## src/rtl/wpss_pkg.sv

```systemverilog
// Shared types and constants for the weighted priority service scheduler.
package wpss_pkg;

    localparam int CNT_W        = 16;
    localparam int WGT_W        = 16;
    localparam int BACKLOG_W    = 38;
    localparam int PROD_W       = CNT_W + WGT_W;
    localparam int CAP_DEFAULT  = 64;
    localparam int CAP_MAX      = 1024;
    // Slot index width that covers the largest supported table.
    localparam int IDX_W        = $clog2(CAP_MAX);

    localparam logic FUNC_ARRIVAL = 1'b0;
    localparam logic FUNC_TICK    = 1'b1;

    typedef struct packed {
        logic             func;
        logic [CNT_W-1:0] lesson_count;
        logic [WGT_W-1:0] job_weight;
    } t_in_word;

    typedef struct packed {
        logic [BACKLOG_W-1:0] backlog_sum;
        logic                 served;
        logic [WGT_W-1:0]     served_weight;
        logic                 dropped;
    } t_out_word;

    // Search packet that walks down the row of slot cells.
    typedef struct packed {
        logic             vld;
        logic             has_best;
        logic [IDX_W-1:0] best_pos;
        logic [WGT_W-1:0] best_wgt;
        logic             has_free;
        logic [IDX_W-1:0] free_pos;
    } t_scan_pkt;

    // Update broadcast to all cells when an item commits.
    typedef struct packed {
        logic             wr;
        logic             dec;
        logic [IDX_W-1:0] idx;
        logic [CNT_W-1:0] count;
        logic [WGT_W-1:0] weight;
    } t_slot_cmd;

    typedef enum logic [1:0] {
        ST_IDLE,
        ST_SCAN,
        ST_COMMIT
    } t_state;

endpackage

```

## src/rtl/wpss_cell.sv

```systemverilog
// One job slot of the scheduler table plus its stage of the search chain.
module wpss_cell #(
    parameter int SLOT_IDX = 0
) (
    input  logic                i_clk,
    input  logic                i_rst_n,
    input  wpss_pkg::t_scan_pkt i_pkt,
    input  wpss_pkg::t_slot_cmd i_cmd,
    output wpss_pkg::t_scan_pkt o_pkt
);
    import wpss_pkg::*;

    logic             r_valid;
    logic [CNT_W-1:0] r_count;
    logic [WGT_W-1:0] r_weight;
    t_scan_pkt        r_pkt;
    t_scan_pkt        n_pkt;
    logic             w_hit;

    assign w_hit = (i_cmd.idx == IDX_W'(SLOT_IDX));

    // A pending slot beats the best so far only with a strictly larger
    // weight, so the lowest slot keeps a tie.
    always_comb begin
        n_pkt = i_pkt;
        if (r_valid && (!i_pkt.has_best || (r_weight > i_pkt.best_wgt))) begin
            n_pkt.has_best = 1'b1;
            n_pkt.best_pos = IDX_W'(SLOT_IDX);
            n_pkt.best_wgt = r_weight;
        end
        if (!r_valid && !i_pkt.has_free) begin
            n_pkt.has_free = 1'b1;
            n_pkt.free_pos = IDX_W'(SLOT_IDX);
        end
    end

    always_ff @(posedge i_clk) begin
        if (!i_rst_n) begin
            r_pkt <= '0;
        end else begin
            r_pkt <= n_pkt;
        end
    end

    always_ff @(posedge i_clk) begin
        if (!i_rst_n) begin
            r_valid <= 1'b0;
        end else if (w_hit && i_cmd.wr) begin
            r_valid <= 1'b1;
        end else if (w_hit && i_cmd.dec && (r_count == CNT_W'(1))) begin
            r_valid <= 1'b0;
        end
    end

    always_ff @(posedge i_clk) begin
        if (w_hit && i_cmd.wr) begin
            r_count  <= i_cmd.count;
            r_weight <= i_cmd.weight;
        end else if (w_hit && i_cmd.dec) begin
            r_count <= r_count - CNT_W'(1);
        end
    end

    assign o_pkt = r_pkt;

endmodule

```

## config.mk

```make
export PLATFORM = sky130hd
export DESIGN_NAME = wpss_cell
export DESIGN_NICKNAME = d
export VERILOG_FILES = /design/src/rtl/wpss_pkg.sv /design/src/rtl/wpss_cell.sv
export SDC_FILE = /design/constraint.sdc
export NUM_CORES = 1
export LEC_CHECK = 0
export ABC_AREA = 1
export BUFFER_PORTS_ARGS = -buffer_cell sky130_fd_sc_hd__buf_2
export CAP_MARGIN = 20
export CORE_UTILIZATION = 53
export DETAILED_ROUTE_END_ITERATION = 6
export MAX_ROUTING_LAYER = met4
export PLACE_DENSITY = 0.9
export SLEW_MARGIN = 20
export SYNTH_ARGS = -nofsm -noshare
export SYNTH_HDL_FRONTEND = slang
export SYNTH_SLANG_ARGS = --single-unit
```

## constraint.sdc

```tcl
create_clock -name i_clk -period 4.8 [get_ports i_clk]
set_input_delay 0 -clock i_clk [delete_from_list [all_inputs] [get_ports i_clk]]
set_output_delay 0 -clock i_clk [all_outputs]
set_load 0.05 [all_outputs]
```

==> results.tsv <==
stage	metric	value	unit
run_status	status	finished clean	
floorplanning	rows	28	
timing	finalSetupViolCount	0	
final_layout	area_growth	46.7	%
worst_hold_path	hp-class	in -> reg	
worst_setup_path	start_kind	flop	
floorplanning	initial_utilization	55.7	%
floorplanning	ios	124	
clock_network	clk_pin_slew	0.09	ns
timing	finalHoldViolCount	0	
worst_setup_path	crit_type	reg -> reg	
place	place_ws	2.39	ns
logic_synthesis	ys_seq_elements	72	
floorplanning	core-area	5990	µm²
logic_synthesis	synth_area	3330	µm²
power_and_ir_drop	p_per_area	298	nW/µm²
final_layout	n_antenna_cell	0	
logic_synthesis	synthAdderAreaFrac	6.75	%
timing	fin_worst_skew	0.0176	ns
worst_setup_path	arrival	2.73	ns
worst_setup_path	cp-end-kind	flop	
logic_synthesis	synth_top_family_by_area	simple AND/OR/NAND/NOR gates	
timing	hold_ws	0.0241	ns
final_layout	final_layout_size_suffix_gt1_share	26.4	%
place	placed_cells	581	
final_layout	final_cells	659	
logic_synthesis	syn_avg_cell_area	8.48	µm²
floorplanning	dieArea	6610	µm²
place	dp_hpwl	5760	µm
timing	fin_ws	2.30	ns
route	drt-vias-per-instance	5.31	
logic_synthesis	synth_area_leader_cell	edfxtp_1	
timing	setup_tns	0	ns
route	drc	0	
final_layout	final_util	81.6	%
logic_synthesis	synth_compound_area_share	7.65	%
logic_synthesis	synth_nets	496	
route	drt_wl_total	10700	µm
logic_synthesis	synth_cell_type_count	33	
timing	report.final.slew_viol_count	0	
clock_network	clock_tree.root_cell	clkbuf_8	
logic_synthesis	synth-simple-area-share	22.3	%
timing	timing.fmax	400	MHz
clock_network	cts.sink_count	72	
timing	fin_crit	2.50	ns
power_and_ir_drop	irDropWorstVdd	0.000238	V
clock_network	cts_setup_buffers	0	
place	gp_congestion	0.944	
floorplanning	fp.dieH	81.3	µm
final_layout	ff_latch_area	1760	µm²
flow_run	cap_viol_max_count	0	
logic_synthesis	synthXorXnorAreaFrac	1.05	%
timing	worstMarginPinSlew	0.822	ns
logic_synthesis	synth_top_area_share	28.8	%
final_layout	final_common_cell	buf_2	
grt	grt_pass1_wl	17000	µm
timing	min_period_over_period	52.1	%
final_layout	layout_common_cells	buf_2, inv_1, nor2_1, nand2_1, dlygate4sd3_1	
logic_synthesis	synthTopCellsByArea	edfxtp_1, dfxtp_1, inv_1	
route	wl_per_cell	16.2	µm
logic_synthesis	synthMuxAreaShare	0	%
grt	globalRouteTotalUtil	36.8	%
logic_synthesis	synth_seq_area_share	52.8	%
final_layout	multi_input_area	1260	µm²
timing	slew_headroom	44.8	%
final_layout	nets	683	
power_and_ir_drop	power	1.46	mW
route	vias	3500	
worst_setup_path	cp.required	5.03	ns
logic_synthesis	yosysWarningCount	0	
route	drtAntennaViolNets	0	
grt	grt-ovfl-total	0	
final_layout	fill_cells	330	
final_layout	final_area	4890	µm²
grt	grt_pass1_vias	3501	
clock_network	htreeDepth	3	
floorplanning	die_w	81.3	µm
route	drt_first_pass_iters	5	
clock_network	cts_inserted_buffers	9	
clock_network	cts_buffer_depth	2	
route	dr.first_iter.drc_count	322	
place	postPlaceCellArea	4010	µm²
clock_network	worst_skew_pair.late_latency	0.35	ns
clock_network	cts_tree	built	
grt	antenna_found_initial	0	
power_and_ir_drop	p_leak	2.52	nW
worst_setup_path	critical_path_peak_fanout	33	
logic_synthesis	syn_inst	393	
place	io_buffers	123	
timing	rsz0062_at_grt	false	
grt	grt_max_degree	34	
final cells by class:
| type | count | area share [%] |
|---|---|---|
| Multi-Input combinational cell | 239 | 25.8 |
| Clock inverter | 2 | 0.793 |
| Tap cell | 75 | 1.92 |
| Timing Repair Buffer | 188 | 25.8 |
| Sequential cell | 72 | 36.0 |
| Inverter | 70 | 5.37 |
| Clock buffer | 13 | 4.35 |
state kept, by name, indices dropped and copies added, names as in the netlist:
| signal | cells |
|---|---|
| r_valid | 1 |
| r_weight | 16 |
| o_pkt | 39 |
| r_count | 16 |
routing by layer:
layer | routed length, µm | vias up | track usage [%]
met5 | 0 | - | -
met4 | 453 | 0 | 22.7
met3 | 903 | 48 | 11.6
met2 | 5560 | 248 | 59.0
met1 | 3770 | 1578 | 39.3
li1 | - | 1626 | -
where the power goes:
part           leakage (nW)  internal (mW)  switching (mW)
sequential            0.631          0.653         0.00507
clock                 0.127          0.347           0.240
combinational          1.76         0.0858           0.126
final timing paths:
path,startpoint,to,slack [ns],depth (start not counted)
worst max register to register,r_weight[7],o_pkt[29],2.30,12
worst min-delay path,i_cmd[20],r_count[4],0.02,3
worst max-delay path,r_weight[7],o_pkt[29],2.30,12
worst min register to register,r_count[0],r_count[0],0.63,1
cell usage after synthesis, drive strengths merged:
library cell / n
clkbuf: 7
xnor2: 1
o31ai: 1
nand3: 26
buf: 5
nor4: 1
dfxtp: 40
nor2: 66
nand4: 4
inv: 70
and3: 1
a21o: 1
nor3: 2
xor2: 3
nand2: 65
o21ai: 14
ha: 18
a21oi: 24
a31oi: 8
or2: 4
edfxtp: 32
kinds of logic (layout without fill, tap and decap cells):
| logic type | count (synthesis) | after routing |
|---|---|---|
| AOI/OAI and AO/OA | 48 | 48 |
| xor gates and xnor gates | 4 | 4 |
| DFF | 72 | 72 |
| and+or+nand+nor | 169 | 169 |
| buffers and inverters | 82 | 273 |
| adders and majority gates | 18 | 18 |
critical path, stage by stage (launching register included):
cell and delay [ns]:
edfxtp_1 0.41, ha_1 0.36, nand2_1 0.10, nor2_1 0.19, nand2_1 0.08, nand2_1 0.07, nand2_1 0.05, nand2_1 0.06
nand2_1 0.06, nand2_2 0.46, nand2_1 0.11, nand2_1 0.30, nor2_1 0.13
timing repair:
item | CTS | global route
hold buffers | 63 | 0
resized for setup | 0 | 0
hold endpoints to repair | 63 | 0
(Power assumes the default switching activity.)
